--- src/rtl/nvob_pkg.sv ---
// Types, constants and arithmetic helpers for the NV12 overlay blend
`default_nettype none
package nvob_pkg;

	typedef struct packed {
		logic [31:0] top_left_bgra;
		logic [31:0] top_right_bgra;
		logic [31:0] bottom_left_bgra;
		logic [31:0] bottom_right_bgra;
		logic [7:0]  top_left_luma;
		logic [7:0]  top_right_luma;
		logic [7:0]  bottom_left_luma;
		logic [7:0]  bottom_right_luma;
		logic [7:0]  chroma_u_in;
		logic [7:0]  chroma_v_in;
	} nvob_in_req_t;

	typedef struct packed {
		logic [7:0] blended_top_left_luma;
		logic [7:0] blended_top_right_luma;
		logic [7:0] blended_bottom_left_luma;
		logic [7:0] blended_bottom_right_luma;
		logic [7:0] chroma_u_out;
		logic [7:0] chroma_v_out;
	} nvob_out_req_t;

	localparam logic [15:0] Y_COEF_R = 16'd47;
	localparam logic [15:0] Y_COEF_G = 16'd157;
	localparam logic [15:0] Y_COEF_B = 16'd16;
	localparam logic [15:0] Y_ROUND  = 16'd128;

	localparam logic signed [15:0] U_COEF_R = 16'sd26;
	localparam logic signed [15:0] U_COEF_G = 16'sd87;
	localparam logic signed [15:0] U_COEF_B = 16'sd112;
	localparam logic signed [15:0] V_COEF_R = 16'sd112;
	localparam logic signed [15:0] V_COEF_G = 16'sd102;
	localparam logic signed [15:0] V_COEF_B = 16'sd10;
	localparam logic signed [15:0] C_ROUND  = 16'sd128;

	localparam logic [7:0] Y_OFFSET   = 8'd16;
	localparam logic [7:0] Y_MIN      = 8'd16;
	localparam logic [7:0] Y_MAX      = 8'd235;
	localparam logic [7:0] C_OFFSET   = 8'd128;
	localparam logic [7:0] C_MIN      = 8'd16;
	localparam logic [7:0] C_MAX      = 8'd240;
	localparam logic [7:0] ALPHA_MAX  = 8'd255;
	localparam logic [7:0] CHAN_MAX   = 8'd255;

	localparam logic [15:0] L_ROUND   = 16'd127;
	localparam logic [17:0] CH_ROUND  = 18'd510;
	localparam logic [9:0]  CH_WEIGHT = 10'd1020;

	// one restoring division step: {remainder, quotient bit}
	function automatic logic [8:0] div_step(input logic [7:0] rem, input logic nbit,
			input logic [7:0] den);
		logic [8:0] t;
		t = {rem, nbit};
		if (t >= {1'b0, den}) begin
			t = t - {1'b0, den};
			return {t[7:0], 1'b1};
		end
		return {t[7:0], 1'b0};
	endfunction

	// exact floor(x / 255) for quotients up to 255
	function automatic logic [7:0] div255(input logic [15:0] x);
		logic [16:0] t;
		t = {1'b0, x} + {9'd0, x[15:8]} + 17'd1;
		return t[15:8];
	endfunction

endpackage
`default_nettype wire

--- src/rtl/nvob_unpremul.sv ---
// Pipelined un-premultiply of one colour channel, two quotient bits per stage
`default_nettype none
module nvob_unpremul import nvob_pkg::*; (
	input  logic       clk,
	input  logic       en,
	input  logic       pm,
	input  logic [7:0] chan,
	input  logic [7:0] alpha,
	output logic [7:0] result
);

	typedef struct packed {
		logic [7:0] rem;
		logic [7:0] lo;
		logic [7:0] quo;
		logic [7:0] den;
		logic [7:0] chan;
		logic       byp;
		logic       sat;
	} div_t;

	function automatic div_t advance(input div_t x);
		div_t y;
		logic [8:0] st;
		y = x;
		for (int i = 0; i < 2; i++) begin
			st    = div_step(y.rem, y.lo[7], y.den);
			y.rem = st[8:1];
			y.quo = {y.quo[6:0], st[0]};
			y.lo  = {y.lo[6:0], 1'b0};
		end
		return y;
	endfunction

	logic [15:0] num;
	div_t        init;
	div_t        d_s1, d_s2, d_s3, d_s4, d_s5;

	always_comb begin
		num       = {chan, 8'd0} - {8'd0, chan} + {9'd0, alpha[7:1]};
		init.rem  = num[15:8];
		init.lo   = num[7:0];
		init.quo  = '0;
		init.den  = alpha;
		init.chan = chan;
		init.byp  = !pm || (alpha == '0);
		init.sat  = chan >= alpha;
	end

	always_ff @(posedge clk) begin
		if (en) begin
			d_s1 <= init;
			d_s2 <= advance(d_s1);
			d_s3 <= advance(d_s2);
			d_s4 <= advance(d_s3);
			d_s5 <= advance(d_s4);
		end
	end

	assign result = d_s5.byp ? d_s5.chan : (d_s5.sat ? CHAN_MAX : d_s5.quo);

endmodule
`default_nettype wire

--- config.mk ---
export PLATFORM = sky130hd
export DESIGN_NAME = nvob_unpremul
export DESIGN_NICKNAME = d
export VERILOG_FILES = /design/src/rtl/nvob_pkg.sv /design/src/rtl/nvob_unpremul.sv
export SDC_FILE = /design/constraint.sdc
export NUM_CORES = 1
export LEC_CHECK = 0
export CELL_PAD_IN_SITES_DETAIL_PLACEMENT = 1
export CELL_PAD_IN_SITES_GLOBAL_PLACEMENT = 1
export CORE_ASPECT_RATIO = 0.75
export CORE_UTILIZATION = 57
export DETAILED_ROUTE_END_ITERATION = 10
export DONT_BUFFER_PORTS = 1
export MAX_ROUTING_LAYER = met4
export PLACE_DENSITY = 0.92
export REMOVE_ABC_BUFFERS = 1
export SYNTH_ARGS = -nofsm -noshare
export SYNTH_HDL_FRONTEND = slang
export SYNTH_SLANG_ARGS = --single-unit
--- constraint.sdc ---
create_clock -name clk -period 9.8 [get_ports clk]
set_input_delay 0 -clock clk [delete_from_list [all_inputs] [get_ports clk]]
set_output_delay 0 -clock clk [all_outputs]
set_load 0.01 [all_outputs]
# Yosys cells after proc, flatten, opt, wreduce, memory -nomap -nowiden

Index checks and enable logic that the tools add are counted.

Muxes and demuxes: 44
Add/sub/neg operators: 9
Reduce and logical (&&, ||, !) cells: 3
Order comparisons: 9

Operators by type and width:

| cell               | number |
|---|---|
| $mux W9            | 18 |
| $ge A9 B8 Y1       | 8 |
| $mux W8            | 9 |
| $sub A8 B8 Y8      | 7 |
| $mux W1            | 17 |
| $add A16 B7 Y16    | 1 |
| $sub A16 B8 Y16    | 1 |
| $ge A8 B8 Y1       | 1 |
| $logic_not A8 Y1   | 1 |
| $logic_not A1 Y1   | 1 |
| $logic_or A1 B1 Y1 | 1 |

Output and inout port bits: 8
Flip-flop bits (word level): 154
Logic and storage cells: 100

# Logic depth before layout (Yosys ltp)

Gate-level depths: netlist of the first run.

Depth after elaboration: 9
Mapped depth: 16
Depth with buffers taken out: 16

# Worst setup path before layout of the first run

Ideal clock, no wire load.

Path type: reg-to-reg
Start: register d_s1[11] in the netlist's numbering
End: register d_s2[35] in the netlist's numbering (data pin)
Stages on the path, launching flop included: 16
Data arrival time: 4042 ps
Period minus slack after synthesis: 4301 ps
Setup slack: 5499 ps
Path through: edfxtp_1 inv_1 ha_1 nor2b_1 o31a_1 o31a_1 or2_0 buf_4 a21oi_1 ha_1 nor2b_1 o31a_1 o31a_1 o31a_1 a211oi_4 mux2_2

Word-level cells in the longest chain between the ends: 9
Elaborated cells between the ends (all ways): 15

RTL lines:

| item                   | RTL line            | RTL |
|---|---|---|
| start, declared        | nvob_unpremul.sv:37 | `div_t d_s1, d_s2, d_s3, d_s4, d_s5;` |
| start signal, assigned | nvob_unpremul.sv:52 | `d_s1 <= init;` |
| $ge A9 B8 Y1           | nvob_pkg.sv:58      | `if (t >= {1'b0, den}) begin` |
| $mux W1                | nvob_pkg.sv:58      |  |
| $mux W1                | nvob_unpremul.sv:51 | `if (en) begin` |
| $mux W9                | nvob_pkg.sv:62      | `return {t[7:0], 1'b0};` |
| $mux W9                | nvob_unpremul.sv:51 |  |
| $ge A9 B8 Y1           | nvob_pkg.sv:58      |  |
| $mux W1                | nvob_pkg.sv:58      |  |
| $mux W1                | nvob_unpremul.sv:51 |  |
| $mux W9 *              | nvob_pkg.sv:62      |  |
| end signal, assigned   | nvob_unpremul.sv:53 | `d_s2 <= advance(d_s1);` |
| end, declared          | nvob_unpremul.sv:37 |  |

Mark *: on every way between the ends. The rest lies on a longest branch, timed or not. The select of a mux whose other input is x is not followed.
A chain may end at the register's enable or synchronous reset.

# Worst setup path after layout of the first run

Start: register d_s3[13] in the netlist's numbering
End: register d_s4[36] in the netlist's numbering (data pin)

Word-level cells in the longest chain between the ends: 9
Elaborated cells between the ends (all ways): 15

RTL lines:

| item                   | RTL line            | RTL |
|---|---|---|
| start, declared        | nvob_unpremul.sv:37 |  |
| start signal, assigned | nvob_unpremul.sv:54 | `d_s3 <= advance(d_s2);` |
| $ge A9 B8 Y1           | nvob_pkg.sv:58      |  |
| $mux W1                | nvob_pkg.sv:58      |  |
| $mux W1                | nvob_unpremul.sv:51 |  |
| $mux W9                | nvob_pkg.sv:62      |  |
| $mux W9                | nvob_unpremul.sv:51 |  |
| $ge A9 B8 Y1           | nvob_pkg.sv:58      |  |
| $mux W1                | nvob_pkg.sv:58      |  |
| $mux W1                | nvob_unpremul.sv:51 |  |
| $mux W9 *              | nvob_pkg.sv:62      |  |
| end signal, assigned   | nvob_unpremul.sv:55 | `d_s4 <= advance(d_s3);` |
| end, declared          | nvob_unpremul.sv:37 |  |

Marks and branches as above.

==> impl_metrics.yaml, run 1 <==
timing:
  tns_ns: 0
  slew_viol_final: 0
  relSlewSlack_pct: 39.3
  worst_slack_ns: 4.59
  hold_violations: 1
  fin_crit_sh_pct: 53.2
  skew_ns: 0.0162
  worst_pin_slew_ns: 0.910
  timing.fmax_ghz: 0.192
  layout_min_cycle_time_ns: 5.21
  holdWs_ns: -0.00144
  rsz0062_at_grt: "no"
  setup_viol: 0
critical_path:
  r2r_setup_slack_ns: 4.59
  rr_endpoint: "d_s4[36]$_DFFE_PP_"
  worst_setup_path_start_kind: "register"
  setup.worst_path.end_class: "register"
  worstSetupPathType: "register to register"
  critPathMaxFanout: 8
  cp.required_ns: 9.99
  crit-reg2reg-launch: "d_s3[13]$_DFFE_PP_"
  r2r_cells: 14
  crit_arrival_ns: 5.40
pwr:
  pwr-share-clk_pct: 19.7
  combPwrFrac_pct: 51.2
  p_int_mw: 2.02
  power_leakage_nw: 3.93
  power_density_mw_per_mm2: 344
  seqPwrFrac_pct: 29.1
  p_sw_share_pct: 40.7
  peakVddDrop_v: 0.000159
  p_switching_mw: 1.39
routing:
  routedWlPerCell_um: 27.1
  routed_wl_mm: 26.7
  postRouteAntennaNets: 0
  vias: 6361
  drt-pass1-iter-count: 5
  drtIter0Drc: 462
  viasPerCell: 6.44
  drc: 0
global_routing:
  grt_max_degree: 155
  grt-ovfl-total: 0
  antenna_found_initial: 0
  grt_usage_pct: 35.8
  grt_pass1_wl_mm: 40.9
  grt_pass1_vias: 6885
die:
  coreArea_mm2: 0.0152
  dieArea_mm2: 0.0161
  die_h_um: 110
  initial_core_util_pct: 58.5
  rows: 39
  io_pins: 27
  fp.dieW_um: 146
clock_tree:
  cts_tree: "built"
  ctsResizeCount: 0
  hold_buffers: 18
  path_clk_slew_ns: 0.07
  clock_path_buffers: 2
  cts_setup_buffers: 0
  clkSinkCount: 154
  cts_buffers: 17
  htreeDepth: 4
  clk_latency_ns: 0.44
  cts_root_buf: "clkbuf_16"
final_layout:
  area_growth_pct: 11.6
  num-fill-cells: 1513
  fin_util_pct: 65.2
  multi_input_area_mm2: 0.00396
  nNetsFinal: 876
  seqCellArea_mm2: 0.00462
  antennaDiodeCount: 0
  drive_gt1_share_pct: 10.5
synth:
  synth_top_area_share_pct: 51.9
  synth_area_mm2: 0.00890
  synth_edf_count: 154
  synth_area_leaders: "edfxtp_1 (52%), ha_1 (11%), mux2_2 (4.7%)"
  ys_ff_latch: 154
  yosysTopAreaCell: "edfxtp_1"
  avgSynthCellArea_um2: 12.1
  synth_ff_type: "edfxtp_1"
  syn_inst: 738
  yosysWarnings: 0
  ys_seq_area_share_pct: 51.9
  synthDistinctLibCells: 61
  synthArstFlopShare_pct: 0
hold_path:
  hold-path-endpoint: "d_s1[1]$_DFFE_PP_"
  hp-class: "primary input to register"
  min_path_cells: 3
  min_from: "alpha[5]"
job:
  maxCapViolations: 0
placement:
  port_buffers: 0
  place_ws_ns: 4.79
  gp_congestion: 0.922
  dp_hpwl_mm: 17.1
status:
  violations: "hold timing"
  outcome: "finished, violations left"
## layout by cell type (no fill, tap or decap), types with 10 or more instances in the layout
master and n:
o21ai_0 45, o31a_1 10, nor2b_1 13, a21oi_1 35, a21o_1 20, inv_1 79, ha_1 79, dlygate4sd3_1 17
clkbuf_16 17, xnor2_1 24, mux2_2 37, nand2_1 29, a211oi_1 11, nor2_1 49, edfxtp_1 154, o21a_1 17
nor3_1 16
## kinds of logic after synthesis
logic type                 synth area share [%]
DFF                                        51.9
buffers and inverters                      3.63
and+or+nand+nor                            8.24
AOI/OAI and AO/OA                          14.4
adders and majority gates                  12.9
muxes                                      5.69
xor gates and xnor gates                   3.15
## worst max path at each step
stage | from | to | slack (ns)
3_5_place_dp | d_s1[11]$_DFFE_PP_ | d_s2[36]$_DFFE_PP_ | 4.79
2_1_floorplan | d_s1[11]$_DFFE_PP_ | d_s2[35]$_DFFE_PP_ | 5.42
4_1_cts | d_s3[13]$_DFFE_PP_ | d_s4[36]$_DFFE_PP_ | 4.72
5_1_grt | d_s2[11]$_DFFE_PP_ | d_s3[37]$_DFFE_PP_ | 4.34
6_report | d_s3[13]$_DFFE_PP_ | d_s4[36]$_DFFE_PP_ | 4.59
3_3_place_gp | d_s1[11]$_DFFE_PP_ | d_s2[35]$_DFFE_PP_ | 5.12
## Yosys cell counts, types with 8 or more instances
cell type,number
o21a_1,17
mux2_2,37
mux2i_1,9
nor2_1,49
ha_1,79
nand3_1,9
edfxtp_1,154
fa_1,8
nor3_1,16
a211oi_1,11
nor2b_1,13
nand2_1,29
o21ai_0,45
inv_1,79
a21oi_1,35
xor2_1,8
a21o_1,20
nand4_1,9
xnor2_1,24
o31a_1,10
## sequential cells by signal, summed over array words and instances (netlist names)
| signal | count |
|---|---|
| d_s2 | 34 |
| d_s5 | 18 |
| d_s4 | 34 |
| d_s1 | 34 |
| d_s3 | 34 |
## stage by stage
stage	cell area, µm²	power, mW	instances	hold slack, ns
after floorplan	8880	2.19	733	0.0989
after global placement	9140	2.42	938	0.0991
after detailed placement	9140	2.61	938	0.0991
after CTS	9930	3.34	988	0.00147
after global routing	9930	3.55	988	0.0237
final	9930	3.41	988	-0.00144
## critical path: stages (launching register included)
cell       delay (ns)
edfxtp_1         0.45
inv_1            0.16
ha_1             0.34
a21o_1           0.21
a21oi_1          0.41
o2111ai_1        0.33
nand2_1          0.28
mux2_2           0.40
ha_1             0.36
o21a_1           0.21
o31a_1           0.13
o31a_1           0.29
o31a_1           0.32
a2111oi_4        0.64
mux2_2           0.42
## power groups by stage
stage                     clock network (mW)  registers, mW  logic (mW)
after floorplan                            0          0.959        1.23
after global placement                     0          0.980        1.44
after detailed placement                   0          0.996        1.61
after CTS                              0.657          0.985        1.70
after global routing                   0.694           1.00        1.86
final                                  0.672          0.994        1.75
## cell type report
cell class	instances	area share (%)
sequential	154	46.6
multi-input combinational	499	39.8
clock buffer	17	4.28
inverter	80	3.02
tap	205	2.58
timing repair buffer	18	1.99
clock inverter	15	1.75
## routing by layer
metal	up-vias	track usage, %	wire length, µm
li1	2845	-	-
met1	3170	37.2	10200
met2	249	65.5	13900
met3	97	7.33	1330
met4	0	18.8	1310
met5	-	-	0
No activity file was read; power rests on OpenSTA's default activity.
==> inputs of run 2 (changes only) <==
--- a/config.mk
+++ b/config.mk
@@ -5,14 +5,15 @@
 export SDC_FILE = /design/constraint.sdc
 export NUM_CORES = 1
 export LEC_CHECK = 0
+export ABC_AREA = 1
 export CELL_PAD_IN_SITES_DETAIL_PLACEMENT = 1
 export CELL_PAD_IN_SITES_GLOBAL_PLACEMENT = 1
 export CORE_ASPECT_RATIO = 0.75
-export CORE_UTILIZATION = 57
+export CORE_UTILIZATION = 46
 export DETAILED_ROUTE_END_ITERATION = 10
 export DONT_BUFFER_PORTS = 1
 export MAX_ROUTING_LAYER = met4
-export PLACE_DENSITY = 0.92
+export PLACE_DENSITY = 0.83
 export REMOVE_ABC_BUFFERS = 1
 export SYNTH_ARGS = -nofsm -noshare
 export SYNTH_HDL_FRONTEND = slang
==> constraint.sdc (replaced) <==
create_clock -name clk -period 4.4 [get_ports clk]
set_input_delay 0 -clock clk [delete_from_list [all_inputs] [get_ports clk]]
set_output_delay 0 -clock clk [all_outputs]
set_load 0.01 [all_outputs]
==> impl_metrics.yaml, run 2 <==
status:
  outcome: "finished, final reports clean"
timing:
  timing.fmax_ghz: 0.263
  tns_ns: 0
  worst_pin_slew_ns: 0.857
  fin_crit_sh_pct: 86.3
  hold_violations: 0
  skew_ns: 0.0147
  rsz0062_at_grt: "no"
  relSlewSlack_pct: 42.9
  slew_viol_final: 0
  setup_viol: 0
  layout_min_cycle_time_ns: 3.80
synth:
  synthXorXnorAreaFrac_pct: 3.60
  synth_top_family_by_area: "simple AND/OR/NAND/NOR gates"
  ys_seq_area_share_pct: 50.0
  synth-simple-area-share_pct: 23.1
  synth_top_area_share_pct: 50.0
  ys_ff_latch: 154
  yosysWarnings: 0
  synthArstFlopShare_pct: 0
  synthTopCellsByCount: "nand2_1 (246), edfxtp_1 (154), inv_1 (127), ha_1 (79), nand3_1 (61)"
  avgSynthCellArea_um2: 9.77
  yosysTopAreaCell: "edfxtp_1"
  synth_adder_area_share_pct: 12.4
  yosysMostFrequentCell: "nand2_1"
  synthDistinctLibCells: 46
  synth_edf_count: 154
  synth_mux_area_share_pct: 0
  synth_compound_area_share_pct: 5.07
  syn_inst: 947
  synth_area_leaders: "edfxtp_1 (50%), ha_1 (11%), nand2_1 (10%)"
  synth_ff_type: "edfxtp_1"
  synth_area_mm2: 0.00925
routing:
  vias: 6966
  postRouteAntennaNets: 0
  drt-pass1-iter-count: 5
  routed_wl_mm: 26.2
  drc: 0
  routedWlPerCell_um: 21.0
  drtIter0Drc: 483
  viasPerCell: 5.59
global_routing:
  grt_usage_pct: 27.3
  grt_pass1_wl_mm: 41.2
  antenna_found_initial: 1
  grt-ovfl-total: 0
  grt_pass1_vias: 7360
  grt_max_degree: 155
final_layout:
  final_cell_mix: "nand2_1 (246), edfxtp_1 (154), inv_1 (127)"
  drive_gt1_share_pct: 8.96
  nNetsFinal: 1086
  fin_util_pct: 52.7
  design_area_mm2: 0.0103
  multi_input_area_mm2: 0.00409
  seqCellArea_mm2: 0.00462
  num-fill-cells: 2177
  area_growth_pct: 11.3
  layout_commonest_cell: "nand2_1"
die:
  dieArea_mm2: 0.0207
  io_pins: 27
  die_h_um: 125
  initial_core_util_pct: 47.3
  fp.dieW_um: 166
  rows: 44
  coreArea_mm2: 0.0195
critical_path:
  worstSetupPathType: "register to register"
  critPathMaxFanout: 10
  crit_arrival_ns: 3.99
  setup.worst_path.end_class: "register"
  worst_setup_path_start_kind: "register"
  cp.required_ns: 4.59
placement:
  port_buffers: 0
  placed_cell_area_mm2: 0.00953
  dp_hpwl_mm: 18.7
  gp_congestion: 0.922
clock_tree:
  path_clk_slew_ns: 0.07
  cts_buffers: 17
  clk_latency_ns: 0.44
  cts_setup_buffers: 0
  htreeDepth: 4
  cts_root_buf: "clkbuf_16"
  clkSinkCount: 154
  cts_tree: "built"
  clock_path_buffers: 2
pwr:
  power_density_mw_per_mm2: 716
  power_leakage_nw: 4.62
  peakVddDrop_v: 0.000336
job:
  maxCapViolations: 0
hold_path:
  hp-class: "primary input to register"
run 2: cell count changes in the layout (fill, tap and decap cells not counted), sizes merged, moves of 12 or more:
cell / before / now
a211oi: 12 / 0
o21ai: 45 / 22
a21o: 20 / 3
nor2b: 13 / 0
xor2: 8 / 24
nor2: 49 / 63
nand4: 9 / 25
o21a: 17 / 1
inv: 88 / 137
nand3: 9 / 71
nand2: 29 / 273
mux2: 37 / 0
run 2: kinds of logic after synthesis:
logic type | Yosys count
compound gates | 83
xor+xnor | 38
fa+ha+maj | 87
buf+inv | 137
flops | 154
simple gates | 448
run 2: worst max-delay path: stages, from the launching register on:
cell	delay, ns
edfxtp_1	0.48
inv_1	0.20
ha_1	0.32
nand2_1	0.09
nand2_1	0.07
nand2_1	0.06
nand2_1	0.09
nor2_4	0.28
nand2_4	0.15
nand2_1	0.08
nand2_1	0.09
ha_1	0.40
a21oi_1	0.25
nand2_1	0.15
nand2_1	0.08
o211ai_1	0.13
nand2_2	0.21
nand4_4	0.19
nand2_1	0.13
nand2_1	0.07
run 2: worst paths after layout:
kind | from | end | slack (ns) | depth (start not counted)
hold reg to reg | d_s3[4]$_DFFE_PP_ | d_s4[4]$_DFFE_PP_ | 0.41 | 0
setup / recovery | d_s2[16]$_DFFE_PP_ | d_s3[35]$_DFFE_PP_ | 0.60 | 19
hold / removal | alpha[4] | d_s1[29]$_DFFE_PP_ | 0.02 | 2
setup reg to reg | d_s2[16]$_DFFE_PP_ | d_s3[35]$_DFFE_PP_ | 0.60 | 19
run 2: final cells by class:
type | count | area share, %
clock inverters | 14 | 1.34
repair buffers | 18 | 1.92
inverters | 133 | 4.89
clock buffers | 18 | 4.17
multi-input cells | 656 | 39.7
diodes | 1 | 0.0243
flip-flops and latches | 154 | 44.9
well taps | 253 | 3.07
run 2: per-layer routing:
layer,up-vias,wire [µm],track usage (%)
met5,-,0,-
met4,0,799,11.1
met2,197,13000,45.4
li1,3279,-,-
met1,3441,11200,32.5
met3,49,1280,5.59
run 2: per-stage QoR:
step / worst slack (ns) / power (mW) / std cells / hold slack [ns]
floorplan: 1.49 / 4.86 / 943 / 0.0989
global placement: 0.887 / 5.54 / 1196 / 0.0991
detailed placement: 0.695 / 5.81 / 1196 / 0.0991
CTS: 0.595 / 7.38 / 1246 / 0.00755
global route: 0.345 / 7.88 / 1247 / 0.0164
finish: 0.602 / 7.38 / 1247 / 0.0150
run 2: power breakdown:
| part | internal (mW) | switching, mW |
|---|---|---|
| Combinational | 1.31 | 2.42 |
| Sequential | 2.03 | 0.166 |
| Clock | 0.791 | 0.662 |
| Total | 4.13 | 3.24 |
run 2: repair_timing:
item	in CTS	in global routing
resized for setup	0	0
hold endpoints to repair	183	0
hold buffers	18	0
==> inputs of run 3 (changes only) <==
--- a/config.mk
+++ b/config.mk
@@ -12,6 +12,7 @@
 export CORE_UTILIZATION = 46
 export DETAILED_ROUTE_END_ITERATION = 10
 export DONT_BUFFER_PORTS = 1
+export GPL_TIMING_DRIVEN = 0
 export MAX_ROUTING_LAYER = met4
 export PLACE_DENSITY = 0.83
 export REMOVE_ABC_BUFFERS = 1
==> impl_metrics.yaml, run 3 (synthesis gave the netlist of run 2 again) <==
status:
  outcome: "finished, final reports clean"
routing:
  viasPerCell: 5.59
  postRouteAntennaNets: 0
  routedWlPerCell_um: 20.5
  vias: 6970
  drc: 0
  drt-pass1-iter-count: 6
  routed_wl_mm: 25.6
  drtIter0Drc: 559
clock_tree:
  path_clk_slew_ns: 0.07
  clock_path_buffers: 2
  clkSinkCount: 154
  htreeDepth: 4
  cts_root_buf: "clkbuf_16"
  ctsResizeCount: 0
  cts_buffers: 17
  cts_tree: "built"
  clk_latency_ns: 0.44
final_layout:
  nNetsFinal: 1086
  layout_commonest_cell: "nand2_1"
  num-fill-cells: 2162
  drive_gt1_share_pct: 8.96
  antennaDiodeCount: 0
  fin_util_pct: 52.9
  area_growth_pct: 11.8
  final_cell_mix: "nand2_1 (246), edfxtp_1 (154), inv_1 (127)"
global_routing:
  grt-ovfl-total: 0
  antenna_found_initial: 0
  grt_max_degree: 155
  grt_usage_pct: 26.8
  grt_pass1_vias: 7398
  grt_pass1_wl_mm: 40.8
timing:
  timing.fmax_ghz: 0.264
  rsz0062_at_grt: "no"
  skew_ns: 0.0168
  relSlewSlack_pct: 45.4
  tns_ns: 0
  fin_crit_sh_pct: 86.1
  worst_pin_slew_ns: 0.819
  hold_violations: 0
  setup_viol: 0
  slew_viol_final: 0
  layout_min_cycle_time_ns: 3.79
pwr:
  power_leakage_nw: 4.64
  p_sw_share_pct: 43.1
  p_switching_mw: 3.22
  seqPwrFrac_pct: 29.3
  power_density_mw_per_mm2: 721
  combPwrFrac_pct: 49.9
  pwr-share-clk_pct: 20.8
  peakVddDrop_v: 0.000319
  p_int_mw: 4.24
placement:
  gp_congestion: 0.924
  port_buffers: 0
  dp_hpwl_mm: 17.6
critical_path:
  cp.required_ns: 4.58
  r2r_cells: 18
  rr_endpoint: "d_s3[35]$_DFFE_PP_"
  worst_setup_path_start_kind: "register"
  r2r_setup_slack_ns: 0.61
  crit_arrival_ns: 3.97
  worstSetupPathType: "register to register"
  crit_end: "d_s3[35]$_DFFE_PP_"
  setup.worst_path.end_class: "register"
  critPathMaxFanout: 10
  crit-reg2reg-launch: "d_s2[13]$_DFFE_PP_"
  crit_start: "d_s2[13]$_DFFE_PP_"
die:
  initial_core_util_pct: 47.3
  die_h_um: 125
  coreArea_mm2: 0.0195
  dieArea_mm2: 0.0207
  rows: 44
  io_pins: 27
  fp.dieW_um: 166
hold_path:
  hp-class: "primary input to register"
  min_from: "alpha[1]"
job:
  maxCapViolations: 0
[run 3: changes by cell type in the layout (fill, tap and decap cells not counted), sizes merged]
cell / before / now
bufinv: 1 / 3
clkbuf: 18 / 17
clkinvlp: 2 / 1
diode: 1 / 0
[run 3: cell type report]
| type | instances | area, µm² | share of cell area (%) |
|---|---|---|---|
| flip-flops and latches | 154 | 4620 | 44.7 |
| multi-input cells | 656 | 4090 | 39.5 |
| inverters | 133 | 503 | 4.86 |
| clock buffers | 17 | 425 | 4.11 |
| well taps | 253 | 317 | 3.06 |
| repair buffers | 18 | 198 | 1.91 |
| clock inverters | 15 | 189 | 1.83 |
[run 3: power by group through the flow]
stage               clock [mW]  combinational (mW)  sequential [mW]
floorplan                    0                2.73             2.13
global placement             0                3.31             2.19
detailed placement           0                3.55             2.21
CTS                       1.55                3.70             2.18
global route              1.61                4.16             2.20
finish                    1.55                3.72             2.18
[run 3: timing repair]
item                      4_1_cts  5_1_grt
setup buffers                   0        0
hold buffers                   18        0
hold endpoints to repair      183        0
[run 3: worst min path at each step]
stage                    endpoint  slack, ns  depth (start not counted)
2_1_floorplan  d_s1[10]$_DFFE_PP_        0.1                          0
3_3_place_gp   d_s1[17]$_DFFE_PP_        0.1                          0
3_5_place_dp   d_s1[17]$_DFFE_PP_        0.1                          0
4_1_cts        d_s1[26]$_DFFE_PP_      0.008                          3
5_1_grt        d_s1[29]$_DFFE_PP_       0.03                          2
6_report       d_s1[26]$_DFFE_PP_       0.01                          3
[run 3: metal layers]
| metal | global-route usage (%) | part of all wire (%) | vias up |
|---|---|---|---|
| li1 | - | - | 3284 |
| met1 | 31.6 | 43 | 3427 |
| met2 | 46.3 | 51 | 207 |
| met3 | 4.58 | 4.2 | 52 |
| met4 | 9.24 | 2.3 | 0 |
| met5 | - | 0 | - |
[run 3: through the flow]
stage	setup WS (ns)	total power [mW]	cell area, µm²	std cells	hold WS [ns]
5_1_grt	0.420	7.97	10300	1246	0.0281
3_5_place_dp	0.716	5.76	9530	1196	0.0991
2_1_floorplan	1.49	4.86	9210	943	0.0989
4_1_cts	0.639	7.44	10300	1246	0.00818
6_report	0.612	7.46	10300	1246	0.0105
3_3_place_gp	0.960	5.50	9530	1196	0.0991
[run 3: worst max-delay path, stage by stage (launching register included)]
cell and delay, ns:
edfxtp_1 0.45, inv_1 0.16, ha_1 0.32, nand2_1 0.15, inv_2 0.06, a21oi_2 0.17
nand2_2 0.09, nand2_4 0.13, nand2_4 0.13, o21ai_1 0.39, ha_1 0.34, nand3_1 0.09
nand2_1 0.12, nand2_1 0.09, o211ai_1 0.13, nand2_2 0.22, nand4_4 0.23, nand2_1 0.13
nand2_1 0.08
